File: src/hw/rtl/sdnw_pkg.sv
// ----------------------------------------------------------------------------
// sdnw_pkg
// Shared types, constants and the segment lookup for the number writer.
// ----------------------------------------------------------------------------
`default_nettype none

package sdnw_pkg;

  localparam int DISPLAY_CELLS_DEF = 10;
  localparam int NUM_W             = 14;
  localparam int CELL_W            = 3;
  localparam int NIB_W             = 4;
  localparam int DIGITS            = 4;
  localparam int WRITES_PER_CELL   = 3;

  localparam logic [NUM_W-1:0] NUM_MAX    = 14'd9999;
  localparam logic [12:0]      RECIP_TEN  = 13'd6554;
  localparam int               RECIP_SHFT = 16;

  typedef enum logic [1:0] {
    PH_ADDR = 2'd0,
    PH_HIGH = 2'd1,
    PH_LOW  = 2'd2
  } phase_t;

  typedef struct packed {
    logic [NUM_W-1:0]  number_value;
    logic [CELL_W-1:0] start_cell;
  } in_item_t;

  typedef struct packed {
    logic             is_address_write;
    logic [NIB_W-1:0] bus_nibble;
    logic             last_write;
  } out_item_t;

  typedef struct packed {
    logic [DIGITS-1:0][NIB_W-1:0] digits;
    logic [CELL_W-1:0]            pos;
  } job_t;

  function automatic logic [7:0] seg_lookup(input logic [NIB_W-1:0] digit);
    logic [7:0] seg;
    case (digit)
      4'd0:    seg = 8'b11101110;
      4'd1:    seg = 8'b00000110;
      4'd2:    seg = 8'b11110010;
      4'd3:    seg = 8'b11010110;
      4'd4:    seg = 8'b00011110;
      4'd5:    seg = 8'b11011100;
      4'd6:    seg = 8'b11111100;
      4'd7:    seg = 8'b10000110;
      4'd8:    seg = 8'b11111110;
      4'd9:    seg = 8'b11011110;
      default: seg = 8'b00000000;
    endcase
    return seg;
  endfunction

endpackage

`default_nettype wire

File: src/hw/rtl/sdnw_front.sv
// ----------------------------------------------------------------------------
// sdnw_front
// Accepts numbers, saturates and clamps, splits into four decimal digits.
// ----------------------------------------------------------------------------
`default_nettype none

module sdnw_front #(
  parameter int DISPLAY_CELLS = sdnw_pkg::DISPLAY_CELLS_DEF
) (
  input  wire logic              clk,
  input  wire logic              rst_n,
  input  wire logic              in_valid,
  output logic                   in_stall,
  input  wire sdnw_pkg::in_item_t in_data,
  output logic                   push,
  output sdnw_pkg::job_t         push_job,
  input  wire logic              q_full
);
  import sdnw_pkg::*;

  localparam logic [4:0] MAX_POS = 5'(DISPLAY_CELLS - DIGITS);

  logic              busy_r, busy_nxt;
  logic [1:0]        step_r, step_nxt;
  logic [NUM_W-1:0]  val_r, val_nxt;
  logic [CELL_W-1:0] pos_r, pos_nxt;
  logic [DIGITS-1:0][NIB_W-1:0] dig_r, dig_nxt;

  logic [26:0]      prod;
  logic [NUM_W-1:0] quot;
  logic [NUM_W-1:0] rem;
  logic             last_step;
  logic             accept;

  assign prod      = 27'(val_r) * 27'(RECIP_TEN);
  assign quot      = NUM_W'(prod[26:RECIP_SHFT]);
  assign rem       = val_r - ((quot << 3) + (quot << 1));
  assign last_step = busy_r && (step_r == 2'd3);
  assign push      = last_step && !q_full;
  assign in_stall  = busy_r && !push;
  assign accept    = in_valid && !in_stall;

  always_comb begin
    push_job.digits        = dig_r;
    push_job.digits[3]     = rem[NIB_W-1:0];
    push_job.pos           = pos_r;
  end

  always_comb begin
    busy_nxt = busy_r;
    step_nxt = step_r;
    val_nxt  = val_r;
    pos_nxt  = pos_r;
    dig_nxt  = dig_r;
    if (busy_r && !last_step) begin
      dig_nxt[step_r] = rem[NIB_W-1:0];
      val_nxt         = quot;
      step_nxt        = step_r + 2'd1;
    end
    if (push) begin
      busy_nxt = 1'b0;
    end
    if (accept) begin
      busy_nxt = 1'b1;
      step_nxt = 2'd0;
      val_nxt  = (in_data.number_value > NUM_MAX) ? NUM_MAX : in_data.number_value;
      pos_nxt  = ({2'b00, in_data.start_cell} > MAX_POS) ? MAX_POS[CELL_W-1:0]
                                                         : in_data.start_cell;
    end
  end

  always_ff @(posedge clk) begin
    if (!rst_n) begin
      busy_r <= 1'b0;
      step_r <= 2'd0;
    end else begin
      busy_r <= busy_nxt;
      step_r <= step_nxt;
    end
    val_r <= val_nxt;
    pos_r <= pos_nxt;
    dig_r <= dig_nxt;
  end

endmodule

`default_nettype wire

File: src/hw/rtl/sdnw_queue.sv
// ----------------------------------------------------------------------------
// sdnw_queue
// Two-entry queue of digit jobs between front and back.
// ----------------------------------------------------------------------------
`default_nettype none

module sdnw_queue (
  input  wire logic            clk,
  input  wire logic            rst_n,
  input  wire logic            push,
  input  wire sdnw_pkg::job_t  push_job,
  output logic                 full,
  input  wire logic            pop,
  output logic                 empty,
  output sdnw_pkg::job_t       head
);
  import sdnw_pkg::*;

  job_t       mem_r [2];
  logic       wr_r, wr_nxt;
  logic       rd_r, rd_nxt;
  logic [1:0] cnt_r, cnt_nxt;
  logic       do_push, do_pop;

  assign full    = (cnt_r == 2'd2);
  assign empty   = (cnt_r == 2'd0);
  assign head    = mem_r[rd_r];
  assign do_push = push && !full;
  assign do_pop  = pop && !empty;

  always_comb begin
    wr_nxt  = do_push ? !wr_r : wr_r;
    rd_nxt  = do_pop ? !rd_r : rd_r;
    cnt_nxt = cnt_r + 2'(do_push) - 2'(do_pop);
  end

  always_ff @(posedge clk) begin
    if (!rst_n) begin
      wr_r  <= 1'b0;
      rd_r  <= 1'b0;
      cnt_r <= 2'd0;
    end else begin
      wr_r  <= wr_nxt;
      rd_r  <= rd_nxt;
      cnt_r <= cnt_nxt;
    end
    if (do_push) begin
      mem_r[wr_r] <= push_job;
    end
  end

endmodule

`default_nettype wire

File: src/hw/rtl/sdnw_back.sv
// ----------------------------------------------------------------------------
// sdnw_back
// Sequences the twelve bus writes of each job into the output register.
// ----------------------------------------------------------------------------
`default_nettype none

module sdnw_back (
  input  wire logic              clk,
  input  wire logic              rst_n,
  input  wire logic              empty,
  input  wire sdnw_pkg::job_t    head,
  output logic                   pop,
  output logic                   out_valid,
  input  wire logic              out_stall,
  output sdnw_pkg::out_item_t    out_data
);
  import sdnw_pkg::*;

  logic      [1:0] idx_r, idx_nxt;
  phase_t          ph_r, ph_nxt;
  logic            vld_r, vld_nxt;
  out_item_t       dat_r, dat_nxt;

  logic             adv;
  logic             fire;
  logic [7:0]       seg;
  logic [NIB_W-1:0] cell_addr;
  logic             last;

  assign adv       = !vld_r || !out_stall;
  assign fire      = adv && !empty;
  assign seg       = seg_lookup(head.digits[idx_r]);
  assign cell_addr = NIB_W'(head.pos) + NIB_W'(2'd3 - idx_r);
  assign last      = (idx_r == 2'd3) && (ph_r == PH_LOW);
  assign pop       = fire && last;
  assign out_valid = vld_r;
  assign out_data  = dat_r;

  always_comb begin
    idx_nxt = idx_r;
    ph_nxt  = ph_r;
    vld_nxt = vld_r;
    dat_nxt = dat_r;
    if (adv) begin
      vld_nxt = !empty;
    end
    if (fire) begin
      dat_nxt.last_write = last;
      case (ph_r)
        PH_ADDR: begin
          dat_nxt.is_address_write = 1'b1;
          dat_nxt.bus_nibble       = cell_addr;
          ph_nxt                   = PH_HIGH;
        end
        PH_HIGH: begin
          dat_nxt.is_address_write = 1'b0;
          dat_nxt.bus_nibble       = seg[7:4];
          ph_nxt                   = PH_LOW;
        end
        default: begin
          dat_nxt.is_address_write = 1'b0;
          dat_nxt.bus_nibble       = seg[3:0];
          ph_nxt                   = PH_ADDR;
          idx_nxt                  = idx_r + 2'd1;
        end
      endcase
    end
  end

  always_ff @(posedge clk) begin
    if (!rst_n) begin
      idx_r <= 2'd0;
      ph_r  <= PH_ADDR;
      vld_r <= 1'b0;
    end else begin
      idx_r <= idx_nxt;
      ph_r  <= ph_nxt;
      vld_r <= vld_nxt;
    end
    dat_r <= dat_nxt;
  end

endmodule

`default_nettype wire

File: src/hw/rtl/segment_display_number_writer_top.sv
// ----------------------------------------------------------------------------
// segment_display_number_writer_top
// Writes a four-digit number to a seven-segment display as nibble bus writes.
//
// Input channel (in_valid/in_stall/in_data) takes a 14-bit number and the
// cell for the thousands digit. Numbers above 9999 show as 9999; a start cell
// past DISPLAY_CELLS-4 is pulled back so all four cells fit.
// Output channel (out_valid/out_stall/out_data) gives twelve transactions per
// number: for units, tens, hundreds, thousands in turn, the cell address, the
// high segment nibble, the low segment nibble. last_write marks the twelfth.
// After acceptance the front extracts the digits, one reciprocal multiply per
// digit, and queues the job; the back end then registers each write in turn.
// Throughput is bounded by the single nibble output that carries every write.
// A two-entry job queue lets new numbers be taken while writes drain.
// A stalled output holds its transaction; backpressure fills the queue and
// then stalls the input. Reset (rst_n low, synchronous) empties everything.
// ----------------------------------------------------------------------------
`default_nettype none

module segment_display_number_writer_top #(
  parameter int DISPLAY_CELLS = sdnw_pkg::DISPLAY_CELLS_DEF
) (
  input  wire logic                clk,
  input  wire logic                rst_n,
  input  wire logic                in_valid,
  output logic                     in_stall,
  input  wire sdnw_pkg::in_item_t  in_data,
  output logic                     out_valid,
  input  wire logic                out_stall,
  output sdnw_pkg::out_item_t      out_data
);
  import sdnw_pkg::*;

  logic push, q_full, pop, q_empty;
  job_t push_job, head;

  sdnw_front #(.DISPLAY_CELLS(DISPLAY_CELLS)) u_front (
    .clk      (clk),
    .rst_n    (rst_n),
    .in_valid (in_valid),
    .in_stall (in_stall),
    .in_data  (in_data),
    .push     (push),
    .push_job (push_job),
    .q_full   (q_full)
  );

  sdnw_queue u_queue (
    .clk      (clk),
    .rst_n    (rst_n),
    .push     (push),
    .push_job (push_job),
    .full     (q_full),
    .pop      (pop),
    .empty    (q_empty),
    .head     (head)
  );

  sdnw_back u_back (
    .clk       (clk),
    .rst_n     (rst_n),
    .empty     (q_empty),
    .head      (head),
    .pop       (pop),
    .out_valid (out_valid),
    .out_stall (out_stall),
    .out_data  (out_data)
  );

endmodule

`default_nettype wire
File: config.mk
export PLATFORM = sky130hd
export DESIGN_NAME = segment_display_number_writer_top
export DESIGN_NICKNAME = d
export VERILOG_FILES = /design/src/hw/rtl/sdnw_pkg.sv /design/src/hw/rtl/sdnw_front.sv /design/src/hw/rtl/sdnw_queue.sv /design/src/hw/rtl/sdnw_back.sv /design/src/hw/rtl/segment_display_number_writer_top.sv
export SDC_FILE = /design/constraint.sdc
export NUM_CORES = 1
export LEC_CHECK = 0
export ABC_AREA = 1
export BUFFER_PORTS_ARGS = -buffer_cell sky130_fd_sc_hd__buf_2
export CAP_MARGIN = 20
export CORE_MARGIN = 2
export CORE_UTILIZATION = 40
export DETAILED_ROUTE_END_ITERATION = 8
export PLACE_DENSITY = 0.53
export SKIP_LAST_GASP = 1
export SLEW_MARGIN = 20
export SYNTH_ARGS = -nofsm -noshare
export SYNTH_HDL_FRONTEND = slang
export SYNTH_SLANG_ARGS = --single-unit
File: constraint.sdc
create_clock -name clk -period 8.3 [get_ports clk]
set_clock_uncertainty 0.2 [all_clocks]
set_input_delay 1.66 -clock clk [delete_from_list [all_inputs] [get_ports clk]]
set_output_delay 1.66 -clock clk [all_outputs]
set_load 0.01 [all_outputs]
==> Yosys cells after proc, flatten, opt, wreduce, memory -nomap -nowiden <==
Memory sizes are Yosys's and may differ from the RTL's. A register that Yosys moved wholly into a read port is not among the register bits.
Index checks and enable logic that the tools add are counted.
{ "totals": {"output_inout_bits": 8, "inputBits": 21, "ramBits": 38, "n_memories": 2, "register_bits": 51, "mem_bits_ro": 112} }
{ "memory_table": {"columns": ["name", "words", "word_bits", "rd", "rd_ports_with_merged_regs", "write_ports", "line", "rtl"], "rows": [
  ["(name not given)", 16, 7, 1, 0, 0, "sdnw_pkg.sv:44", "case (digit)"],
  ["u_queue.mem_r", 2, 19, 1, 1, 1, "sdnw_queue.sv:19", "job_t mem_r [2];"]
]} }
{ "op_classes": {"reduce_logical": 28, "bitwise": 2, "addsub": 8, "n_lt_le_gt_ge": 5, "n_eq_ne": 5, "muxes": 16, "multipliers": 1} }
{ "op_table": {"columns": ["op", "n"], "rows": [
  ["14-bit two-way mux", 3],
  ["14-bit by 12-bit multiplier with 26-bit output (second input constant)", 1],
  ["16-bit bitwise mux", 1],
  ["14-bit greater-than comparator (second input constant)", 1],
  ["1-bit logical AND", 11],
  ["5-bit case mux with 2 select lines", 1],
  ["1-bit zero test", 9],
  ["4-bit binary-select mux with 2-bit select", 1],
  ["4-bit demux with 2-bit select", 1],
  ["2-bit equality test (second input constant)", 4],
  ["4-bit two-way mux", 2],
  ["2-bit by 3-bit less-than comparator with 1-bit output (second input constant)", 2],
  ["1-bit two-way mux", 6],
  ["2-bit by 1-bit adder with 2-bit output (second input constant)", 2],
  ["3-bit by 4-bit adder with 4-bit output", 1],
  ["4-bit adder", 1],
  ["2-bit zero test", 2],
  ["2-bit case mux with 2 select lines", 1],
  ["2-bit nonzero test", 2],
  ["2-bit OR reduction", 2],
  ["4-bit subtractor", 1],
  ["3-bit greater-than comparator (second input constant)", 1],
  ["2-bit by 2-bit subtractor with 3-bit output (first input constant)", 1],
  ["2-bit by 1-bit adder with 2-bit output", 1],
  ["other kinds (6)", 7]
]} }

==> Longest topological paths before layout <==
Gate-level depths: netlist (run 1).
{ "depth": {"ltp_word": 8, "depth_mapped": 26, "mapped_depth_nobuf": 26} }

==> Hierarchy <==
A second synthesis (run 1) with hierarchy kept.
{ "hier_totals": {"hier_cells": 777, "area_unflattened_um2": 7460.9} }
{ "modules_own_cells": {"columns": ["mod", "seq_area_each_um2", "instances", "cells_per_inst", "area_each_um2"], "rows": [
  ["sdnw_front", 930.9, 1, 565, 4885.9],
  ["sdnw_queue", 1241.2, 1, 97, 1671.6],
  ["sdnw_back", 280.3, 1, 115, 903.4]
]} }

==> Least setup slack after synthesis (run 1) <==
OpenSTA, ideal clock, no wires.
{ "synth_timing": {"path_type": "reg2reg", "start": "register u_front.val_r[4]", "end": "register u_front.dig_r, in the netlist u_front.push_job[10] (data pin)", "path_buffers": 0, "arrival_ns": 4.757, "required_time_ns": 7.830, "path_stages_with_launch": 22, "synth_period_minus_slack_ns": 5.227, "slack_ns": 3.073, "cell_sequence": "edfxtp_1 ha_1 fa_1 fa_1 inv_1 fa_1 fa_1 inv_1 ha_1 a21oi_1 a21boi_1 nand3_1 or2_1 nand2_1 inv_1 ha_1 nand2_1 inv_1 nor2_1 inv_1 nand2_1 nand2_1"} }
{ "synth_lines": {"columns": ["element", "line", "rtl"], "rows": [
  ["start, declared", "sdnw_front.sv:25", "logic [NUM_W-1:0] val_r, val_nxt;"],
  ["start signal, assigned", "sdnw_front.sv:80", "val_r <= val_nxt;"],
  ["end signal, assigned", "sdnw_front.sv:82", "dig_r <= dig_nxt;"],
  ["end, declared", "sdnw_front.sv:27", "logic [DIGITS-1:0][NIB_W-1:0] dig_r, dig_nxt;"]
]} }

==> results_dict.tcl, run 1 <==
set metrics [dict create \
    final_max_slew_viol_count 0 \
    clock-sinks 86 \
    die-height_um 139 \
    run_status "finished, final reports clean" \
    cts_tree "done" \
    asyncSetResetFlopFracSynth 0 \
    synth_enable_flop_cells 73 \
    crit_type "reg2reg" \
    nature_of_the_critical_path_startpoint "register" \
    crit_arrival_ns 5.54 \
    num_io_pins 29 \
    grt_usage 0.182 \
    cts_resized 0 \
    global_route_congestion_overflow_total 0 \
    layout_area_overhead_pct 9.35 \
    netlist_instances 782 \
    final_layout_size_suffix_gt1_frac 0.0999 \
    cts_hold_buffers_added 0 \
    placed_cells 1034 \
    antennaDiodeCount 0 \
    synth.cell_area_um2 7290 \
    detail_route.iter0.violations 372 \
    final_hold_viol_count 0 \
    fillCellCount 1734 \
    dpl.hpwl_um 13500 \
    timing.reg2reg.worst_path_depth 23 \
    drt_drc_violations_left 0 \
    viasPerCell 5.00 \
    ys_dominant_reg_cell "edfxtp_1" \
    detailroute.via_count 5252 \
    cts_htree_levels 3 \
    postLayoutSetupSlackWorst_ns 2.64 \
    coreArea_um2 17900 \
    syn-num-nets 964 \
    cts_setup_buffers 0 \
    final.min_clock_period_ns 5.66 \
    fin_tns_setup_ns 0 \
    worst_skew_pair.late_latency_ns 0.35 \
    setup-violations-final 0 \
    synth.distinct_cells 41 \
    ys_ff_latch 86 \
    start_util 0.407 \
    drtPass1Iterations 4 \
    required_ns 8.17 \
    final_min_period_over_clock_period 0.682 \
    setup_repair_after_global_routing_missed_its_margin "no" \
    worstPathMaxFanout 6 \
    final_wirelength_um 16500 \
    holdPathStages 0 \
    grt_antenna_before_repair 1 \
    number_of_global_route_vias_before_repair 5404 \
    gp_congestion 0.905 \
    achievable-frequency_mhz 177 \
    finalNetCount 998 \
    mapped_avg_cell_area_um2 9.32 \
    cts.root.buffer_cell "clkbuf_16" \
    floorplan.die.width_um 139 \
    max_capacitance_violation_count 0 \
    fp.dieArea_um2 19300 \
    clockBufferDepth 2 \
    path_clk_slew_ns 0.07 \
    worst_pin_slew_ns 0.746 \
    grt_pass1_wl_um 27700 \
    post_place_setup_slack_ns 2.63 \
    rows 49 \
    route.antenna.remaining_nets 0 \
    numPortBuffers 28 \
    cts_made_buffers 9 \
    hold_class "reg2reg" \
    synth_warnings 0 \
    layout.cells.non_filler 1050 \
    wl_per_cell_um 15.7 \
    ys_seq_area_frac 0.336 \
    critPathCaptureType "register" \
    largest_net_degree_at_the_start_of_global_routing 21 \
    worst_slew_margin_rel 0.502 \
]
==> critical path: stages, from the launching register on <==
cell and delay (ns):
edfxtp_1 0.54, ha_1 0.38, inv_1 0.07, fa_1 0.54, inv_1 0.06, fa_1 0.42
inv_1 0.08, fa_1 0.44, fa_1 0.54, inv_1 0.04, ha_1 0.37, a21oi_1 0.20
a21boi_1 0.29, nand3_1 0.13, or2_1 0.22, nand2_1 0.08, inv_1 0.05, ha_1 0.30
nand2_1 0.08, inv_1 0.04, nor2_1 0.13, inv_1 0.05, nand2_1 0.06, nand2_1 0.10
==> registers in the layout (all words and copies together), names as in the netlist, named ones only <==
name,count
u_back.idx_r,2
u_queue.cnt_r,2
u_front.busy_r,1
u_back.out_valid,1
u_front.pos_r,3
u_front.step_r,2
u_queue.rd_r,1
u_queue.mem_r,38
u_back.ph_r,2
u_front.val_r,14
u_back.out_data,6
u_queue.wr_r,1
u_front.push_job,12
==> per-layer routing <==
metal,vias up,share of wire,wire (um),track usage
met4,2,0.014,235,0.0399
met5,-,0.00042,7,0
met1,2483,0.49,8100,0.260
met3,19,0.049,817,0.0401
li1,2630,-,-,-
met2,118,0.45,7370,0.284
==> final timing paths <==
| check | slack (ns) | startpoint | end |
|---|---|---|---|
| setup / recovery | 2.64 | u_front.val_r[3]$_DFFE_PP_ | u_front.push_job[14]$_DFFE_PP_ |
| hold / removal | 0.25 | u_front.push_job[11]$_DFFE_PP_ | u_queue.mem_r[1][11]$_DFFE_PP_ |
| setup reg to reg | 2.64 | u_front.val_r[3]$_DFFE_PP_ | u_front.push_job[14]$_DFFE_PP_ |
| hold reg to reg | 0.25 | u_front.push_job[11]$_DFFE_PP_ | u_queue.mem_r[1][11]$_DFFE_PP_ |
==> logic make-up (layout without fill, tap and decap cells) <==
logic type | Yosys count | after routing | synth area share
xor gates and xnor gates | 10 | 10 | 0.0120
buffers and inverters | 175 | 214 | 0.0939
AOI/OAI and AO/OA | 101 | 101 | 0.0839
and+or+nand+nor | 249 | 249 | 0.149
adders and majority gates | 161 | 161 | 0.325
DFF | 86 | 86 | 0.336
==> synth_stat cells, types with 2 or more instances <==
cell type | number | area share
a21o_1 | 4 | 0.0041
nand4_1 | 8 | 0.0069
fa_1 | 47 | 0.13
a31oi_1 | 3 | 0.0026
nand3b_1 | 4 | 0.0041
inv_2 | 9 | 0.0046
ha_1 | 114 | 0.20
o21ai_1 | 16 | 0.011
xnor2_1 | 5 | 0.0060
nor3_2 | 2 | 0.0027
or2_2 | 2 | 0.0017
o21ai_2 | 8 | 0.0096
nor3_1 | 5 | 0.0034
nand2_4 | 2 | 0.0031
o211ai_2 | 3 | 0.0051
buf_6 | 3 | 0.0046
nor2_1 | 67 | 0.034
nand2_1 | 110 | 0.057
dfxtp_1 | 13 | 0.036
xor2_1 | 5 | 0.0060
o21ai_0 | 23 | 0.016
nor2_2 | 4 | 0.0034
inv_1 | 158 | 0.081
nand3_1 | 40 | 0.027
edfxtp_1 | 73 | 0.30
a21oi_1 | 35 | 0.024
clkbuf_1 | 3 | 0.0015
o22ai_2 | 2 | 0.0034
nand2_2 | 2 | 0.0017
==> cells in the final DEF, fill, tap and decap left out, types with 3 or more instances in the layout <==
cell type,count
buf_4,3
inv_2,9
xor2_1,5
xnor2_1,5
buf_2,28
clkbuf_16,10
inv_4,3
nand3_1,40
fa_1,47
nand3b_1,4
edfxtp_1,73
nor2_1,67
nand4_1,8
a31oi_1,3
nand2_1,110
o21ai_2,8
nor2_2,4
o21ai_0,23
inv_1,158
a21oi_1,35
o211ai_2,3
dfxtp_1,13
nor3_1,5
o21ai_1,16
a21o_1,4
ha_1,114
==> cell type report <==
type                    instances  area [um^2]  area share
inverters                     167          627      0.0786
well taps                     229          287      0.0359
flip-flops and latches         86         2450       0.308
multi-input cells             521         4150       0.521
repair buffers                 31          163      0.0204
clock inverters                 5         36.3     0.00455
clock buffers                  11          254      0.0319
==> metrics by stage <==
stage	hold WS, ns	utilization	cell area (um^2)
after floorplan	0.221	-	7290
after global placement	0.228	0.429	7680
after detailed placement	0.235	0.429	7680
after CTS	0.249	0.445	7970
after global routing	0.257	0.445	7970
final	0.252	0.445	7970
Power of run 1 is not shown: default switching activity piles up to over one toggle a cycle in this logic, so the estimate is an artifact.
==> inputs of run 2 (changes only) <==
--- a/config.mk
+++ b/config.mk
@@ -11,7 +11,7 @@
 export CORE_MARGIN = 2
 export CORE_UTILIZATION = 40
 export DETAILED_ROUTE_END_ITERATION = 8
-export PLACE_DENSITY = 0.53
+export PLACE_DENSITY = 0.55
 export SKIP_LAST_GASP = 1
 export SLEW_MARGIN = 20
 export SYNTH_ARGS = -nofsm -noshare
==> constraint.sdc (replaced) <==
create_clock -name clk -period 5 [get_ports clk]
set_clock_uncertainty 0.2 [all_clocks]
set_input_delay 1 -clock clk [delete_from_list [all_inputs] [get_ports clk]]
set_output_delay 1 -clock clk [all_outputs]
set_load 0.01 [all_outputs]
==> run 2 against run 1 <==
The flow now finishes with violations (negative setup slack). Flip-flop and latch count did not move. Clock-buffer cell count fell by 1. Register-to-register slack got worse by 2.7 ns. Worst setup slack got worse by 2.7 ns. Largest cell class unchanged. Worst hold slack got worse by 0.0084 ns. Wire length rose by 0.48%. Highest routed layer is now met4. Critical path type unchanged.
==> results_dict.tcl, run 2 (same netlist as run 1, synthesis figures left out) <==
set metrics [dict create \
    required_ns 4.88 \
    die-height_um 139 \
    nature_of_the_critical_path_startpoint "register" \
    largest_register "u_queue.mem_r" \
    route.antenna.remaining_nets 0 \
    rrSetupSlack_ns -0.04 \
    worst-path-buf-inv 5 \
    worst_pin_slew_ns 0.780 \
    max_capacitance_violation_count 0 \
    most-common-layout-cells "inv_1 (150), nand2_1 (101), ha_1 (93)" \
    drtPass1Iterations 5 \
    gp_congestion 0.845 \
    layout.cells.non_filler 1125 \
    final_min_period_over_clock_period 1.01 \
    worstPathMaxFanout 5 \
    worstReg2RegEnd "u_queue.mem_r[0][18]$_DFFE_PP_" \
    final_hold_viol_count 0 \
    holdPathStages 0 \
    clockBufferDepth 2 \
    drt_drc_violations_left 0 \
    worst_skew_pair.late_latency_ns 0.35 \
    cts_htree_levels 3 \
    holdWs_ns 0.244 \
    hold_class "reg2reg" \
    num_io_pins 29 \
    timing.critical_path.max_delay_family "adder cells" \
    grt_usage 0.185 \
    layout_commonest_cell "inv_1" \
    postLayoutSetupSlackWorst_ns -0.0445 \
    number_of_global_route_vias_before_repair 5520 \
    violations "negative setup slack" \
    timing.reg2reg.worst_path_depth 24 \
    run_status "complete, but fails checks" \
    fp.dieArea_um2 19300 \
    crit_path_max_incr_delay_ns 0.53 \
    wl_per_cell_um 14.8 \
    path_clk_slew_ns 0.07 \
    rows 49 \
    numPortBuffers 28 \
    setup_repair_after_global_routing_missed_its_margin "yes" \
    hold_path_startpoint "u_front.push_job[11]$_DFFE_PP_" \
    dpl.hpwl_um 13200 \
    coreArea_um2 17900 \
    post_dp_cell_area_um2 8170 \
    final.min_clock_period_ns 5.04 \
    detailroute.via_count 5361 \
    start_util 0.407 \
    cts.root.buffer_cell "clkbuf_16" \
    startpoint "u_front.val_r[0]$_DFFE_PP_" \
    largest_net_degree_at_the_start_of_global_routing 21 \
    floorplan.die.width_um 139 \
    cp_cell_sequence "buf_4, ha_2, xor2_2, ha_2, a21o_1, fa_1, fa_1, inv_2, fa_1, inv_2, ha_4, a21o_1, a21boi_2, nand3_1, or2_1, nand2_2, inv_2, ha_4, xnor2_4, inv_2, nand3_2, nand2_1, nand2_1, nand2_2" \
    achievable-frequency_mhz 198 \
    grt_pass1_wl_um 28100 \
    critPathCaptureType "register" \
    crit_type "reg2reg" \
    min_delay_worst_endpoint "u_queue.mem_r[0][11]$_DFFE_PP_" \
    finish.instance_area_um2 8880 \
    clock-sinks 86 \
    finalNetCount 1073 \
    setup-violations-final 6 \
    cp_most_frequent_cell "inv_2" \
    final_max_slew_viol_count 0 \
    layout_area_overhead_pct 21.8 \
    crit_arrival_ns 4.93 \
    worst_slew_margin_rel 0.479 \
    cts_tree "done" \
    critical_path.reg2reg.startpoint "u_front.val_r[0]$_DFFE_PP_" \
    antennaDiodeCount 0 \
    post_place_setup_slack_ns -0.281 \
    global_route_congestion_overflow_total 0 \
    final_layout_size_suffix_gt1_frac 0.237 \
    largest_register_ffs 38 \
    critPathSlowestCell "fa_1" \
    placed_cells 1085 \
    final_wirelength_um 16600 \
    viasPerCell 4.77 \
    grt_antenna_before_repair 0 \
    cts_made_buffers 9 \
    detail_route.iter0.violations 267 \
]
## run 2: what timing repair did
item	in CTS	in global routing
gates resized for setup	14	39
pin swaps	29	26
hold buffers	0	0
buffers inserted	20	5
endpoints found under the setup margin	16	23
## run 2: layout make-up
| type | instances | area [um^2] |
|---|---|---|
| clock inverter | 6 | 71.3 |
| multi-input combinational | 521 | 4480 |
| sequential | 86 | 2450 |
| clock buffer | 10 | 229 |
| fill | 1732 | 9020 |
| inverter | 167 | 627 |
| tap | 229 | 287 |
| timing repair buffer | 106 | 737 |
## run 2: worst max-delay path by stage
stage	cells after the start	endpoint
finish	24	u_queue.mem_r[0][18]$_DFFE_PP_
floorplan	22	u_front.push_job[10]$_DFFE_PP_
detailed placement	25	u_front.push_job[10]$_DFFE_PP_
global route	23	u_queue.mem_r[0][18]$_DFFE_PP_
CTS	23	u_queue.mem_r[0][18]$_DFFE_PP_
global placement	23	u_front.push_job[14]$_DFFE_PP_
## run 2: metal layers
metal  GRT usage  vias up  share of wire
met4      0.0526        0          0.017
met3      0.0314       20          0.037
met1       0.267     2454           0.50
li1            -     2783              -
met5           0        -              0
met2       0.290      104           0.45
## run 2: stage by stage
| stage | TNS [ns] | utilization |
|---|---|---|
| finish | -0.251 | 0.496 |
| global route | -2.22 | 0.496 |
| CTS | -0.789 | 0.485 |
| detailed placement | -2.31 | 0.457 |
| global placement | -1.56 | 0.457 |
| floorplan | 0 | - |
## run 2: worst register-to-register path: stages (launching register included)
cell      delay (ns)
edfxtp_1        0.44
buf_4           0.16
ha_2            0.20
xor2_2          0.18
ha_2            0.18
a21o_1          0.17
fa_1            0.49
fa_1            0.51
inv_2           0.04
fa_1            0.53
inv_2           0.05
ha_4            0.21
a21o_1          0.18
a21boi_2        0.16
nand3_1         0.10
or2_1           0.23
nand2_2         0.07
inv_2           0.04
ha_4            0.16
xnor2_4         0.15
inv_2           0.05
nand3_2         0.06
nand2_1         0.05
nand2_1         0.07
nand2_2         0.09
Power of run 2 is left out for the same reason.
==> inputs of run 3 (changes only) <==
--- a/config.mk
+++ b/config.mk
@@ -8,10 +8,13 @@
 export ABC_AREA = 1
 export BUFFER_PORTS_ARGS = -buffer_cell sky130_fd_sc_hd__buf_2
 export CAP_MARGIN = 20
+export CELL_PAD_IN_SITES_DETAIL_PLACEMENT = 1
+export CELL_PAD_IN_SITES_GLOBAL_PLACEMENT = 2
 export CORE_MARGIN = 2
-export CORE_UTILIZATION = 40
+export CORE_UTILIZATION = 37
 export DETAILED_ROUTE_END_ITERATION = 8
-export PLACE_DENSITY = 0.55
+export PLACE_DENSITY = 0.75
+export SETUP_SLACK_MARGIN = 0.05
 export SKIP_LAST_GASP = 1
 export SLEW_MARGIN = 20
 export SYNTH_ARGS = -nofsm -noshare
==> run 3 against run 2 <==
The flow still finishes with violations (negative setup slack). First-iteration DRC count shrank 27%. Global-route usage grew 1.8 points. Sequential share of layout area shrank 0.69 points. Core utilization shrank 2.6 points. Clock-buffer cell count shrank 1.
==> results_dict.tcl, run 3 (same netlist as run 1, synthesis figures left out) <==
set metrics [dict create \
    run_status "complete, but fails checks" \
    violations "negative setup slack" \
    crit_type "reg2reg" \
    crit_path_max_incr_delay_ns 0.53 \
    nature_of_the_critical_path_startpoint "register" \
    viasPerCell 4.90 \
    final_hold_viol_count 0 \
    final_min_period_over_clock_period 1.04 \
    drt_drc_violations_left 0 \
    route.antenna.remaining_nets 0 \
    worst_skew_pair.late_latency_ns 0.34 \
    path_clk_slew_ns 0.07 \
    achievable-frequency_mhz 193 \
    hold_class "reg2reg" \
    worstPathMaxFanout 5 \
    max_capacitance_violation_count 0 \
    drtPass1Iterations 4 \
    global_route_congestion_overflow_total 0 \
    num_io_pins 29 \
    grt_antenna_before_repair 0 \
    final_max_slew_viol_count 0 \
    numPortBuffers 28 \
    number_of_global_route_vias_before_repair 6249 \
    cts.root.buffer_cell "clkbuf_16" \
    layout_commonest_cell "inv_1" \
    most-common-layout-cells "inv_1 (141), ha_1 (95), nand2_1 (92)" \
    floorplan.die.width_um 144 \
    grt_pass1_wl_um 32400 \
    start_util 0.376 \
    cts_made_buffers 9 \
    largest_register_ffs 38 \
    clock-sinks 86 \
    die-height_um 144 \
    detailroute.via_count 5654 \
    fin_tns_setup_ns -0.993 \
    use_met2 0.387 \
    worst_slew_margin_rel 0.465 \
    cp_most_frequent_cell "ha_4" \
    antennaDiodeCount 0 \
    largest_net_degree_at_the_start_of_global_routing 21 \
    cts_tree "done" \
    coreArea_um2 19400 \
    crit_arrival_ns 5.07 \
    layout.cells.non_filler 1155 \
    finalNetCount 1067 \
    fp.dieArea_um2 20800 \
    gp_congestion 0.853 \
    grt_usage 0.204 \
    final.min_clock_period_ns 5.18 \
    final_layout_size_suffix_gt1_frac 0.276 \
    critPathCaptureType "register" \
    final_wirelength_um 20500 \
    wl_per_cell_um 17.7 \
    cts_htree_levels 3 \
    gr-usage-met3 0.0222 \
    critPathSlowestCell "fa_1" \
    cp_cell_sequence "ha_4, xor2_2, ha_4, a21o_1, fa_1, fa_1, inv_2, fa_1, inv_2, ha_4, a21o_1, a21boi_4, nand3_2, or2_1, nand2_2, inv_2, ha_4, xnor2_2, inv_1, nand3_2, nand3_1, nand2_4" \
    global_route.peak_usage_layer "met2" \
    dpl.hpwl_um 16500 \
    placed_cells 1118 \
    postLayoutSetupSlackWorst_ns -0.176 \
    rows 51 \
    required_ns 4.90 \
    holdPathStages 0 \
    timing.reg2reg.worst_path_depth 22 \
    layout_area_overhead_pct 25.0 \
    worst_pin_slew_ns 0.802 \
    setup_repair_after_global_routing_missed_its_margin "yes" \
    largest_register "u_queue.mem_r" \
    clockBufferDepth 2 \
    groute.layer.met1.usage 0.249 \
    detail_route.iter0.violations 194 \
    setup-violations-final 6 \
]
-- run 3: area by class of cell --
class	instances	area (um^2)
Clock buffer	9	225
Clock inverter	7	90.1
Fill cell	2272	10300
Inverter	167	629
Multi-Input combinational cell	521	4670
Sequential cell	86	2450
Tap cell	265	332
Timing Repair Buffer	100	711
-- run 3: repair_timing --
action / CTS / global route
setup buffers: 12 / 9
gates resized for setup: 29 / 81
hold buffers: 0 / 0
pin swaps: 32 / 65
hold endpoints to repair: 0 / 0
endpoints found under the setup margin: 19 / 24
-- run 3: per-stage QoR --
stage	setup slack, ns	utilization	hold WS [ns]	area, um^2
detailed placement	-0.322	0.423	0.237	8210
finish	-0.176	0.470	0.252	9110
CTS	-0.0966	0.451	0.250	8750
global placement	-0.203	0.423	0.228	8210
floorplan	0.0522	-	0.221	7420
global route	-0.457	0.470	0.256	9110
-- run 3: worst max-delay path, delay by kind of cell, from the launching register on --
family | cells | cell delay [ns]
buffers and inverters | 4 | 0.23
AND/OR/NAND/NOR | 6 | 0.74
XOR/XNOR | 2 | 0.31
flip-flops | 1 | 0.51
AO/OA/AOI/OAI | 3 | 0.58
adder cells (fa/ha/maj) | 7 | 2.37
-- run 3: per-layer routing --
metal	wire length (um)	share of wire
met1	8470	0.41
met4	323	0.016
met2	11200	0.55
met3	425	0.021
met5	0	0
-- run 3: path summary, 6_finish.rpt --
| kind | start | end | slack [ns] |
|---|---|---|---|
| max reg2reg | u_front.val_r[2]$_DFFE_PP_ | u_front.push_job[10]$_DFFE_PP_ | -0.18 |
| min | u_front.push_job[8]$_DFFE_PP_ | u_queue.mem_r[1][8]$_DFFE_PP_ | 0.25 |
| min reg2reg | u_front.push_job[8]$_DFFE_PP_ | u_queue.mem_r[1][8]$_DFFE_PP_ | 0.25 |
| max | u_front.val_r[2]$_DFFE_PP_ | u_front.push_job[10]$_DFFE_PP_ | -0.18 |
Power of run 3 is left out for the same reason.
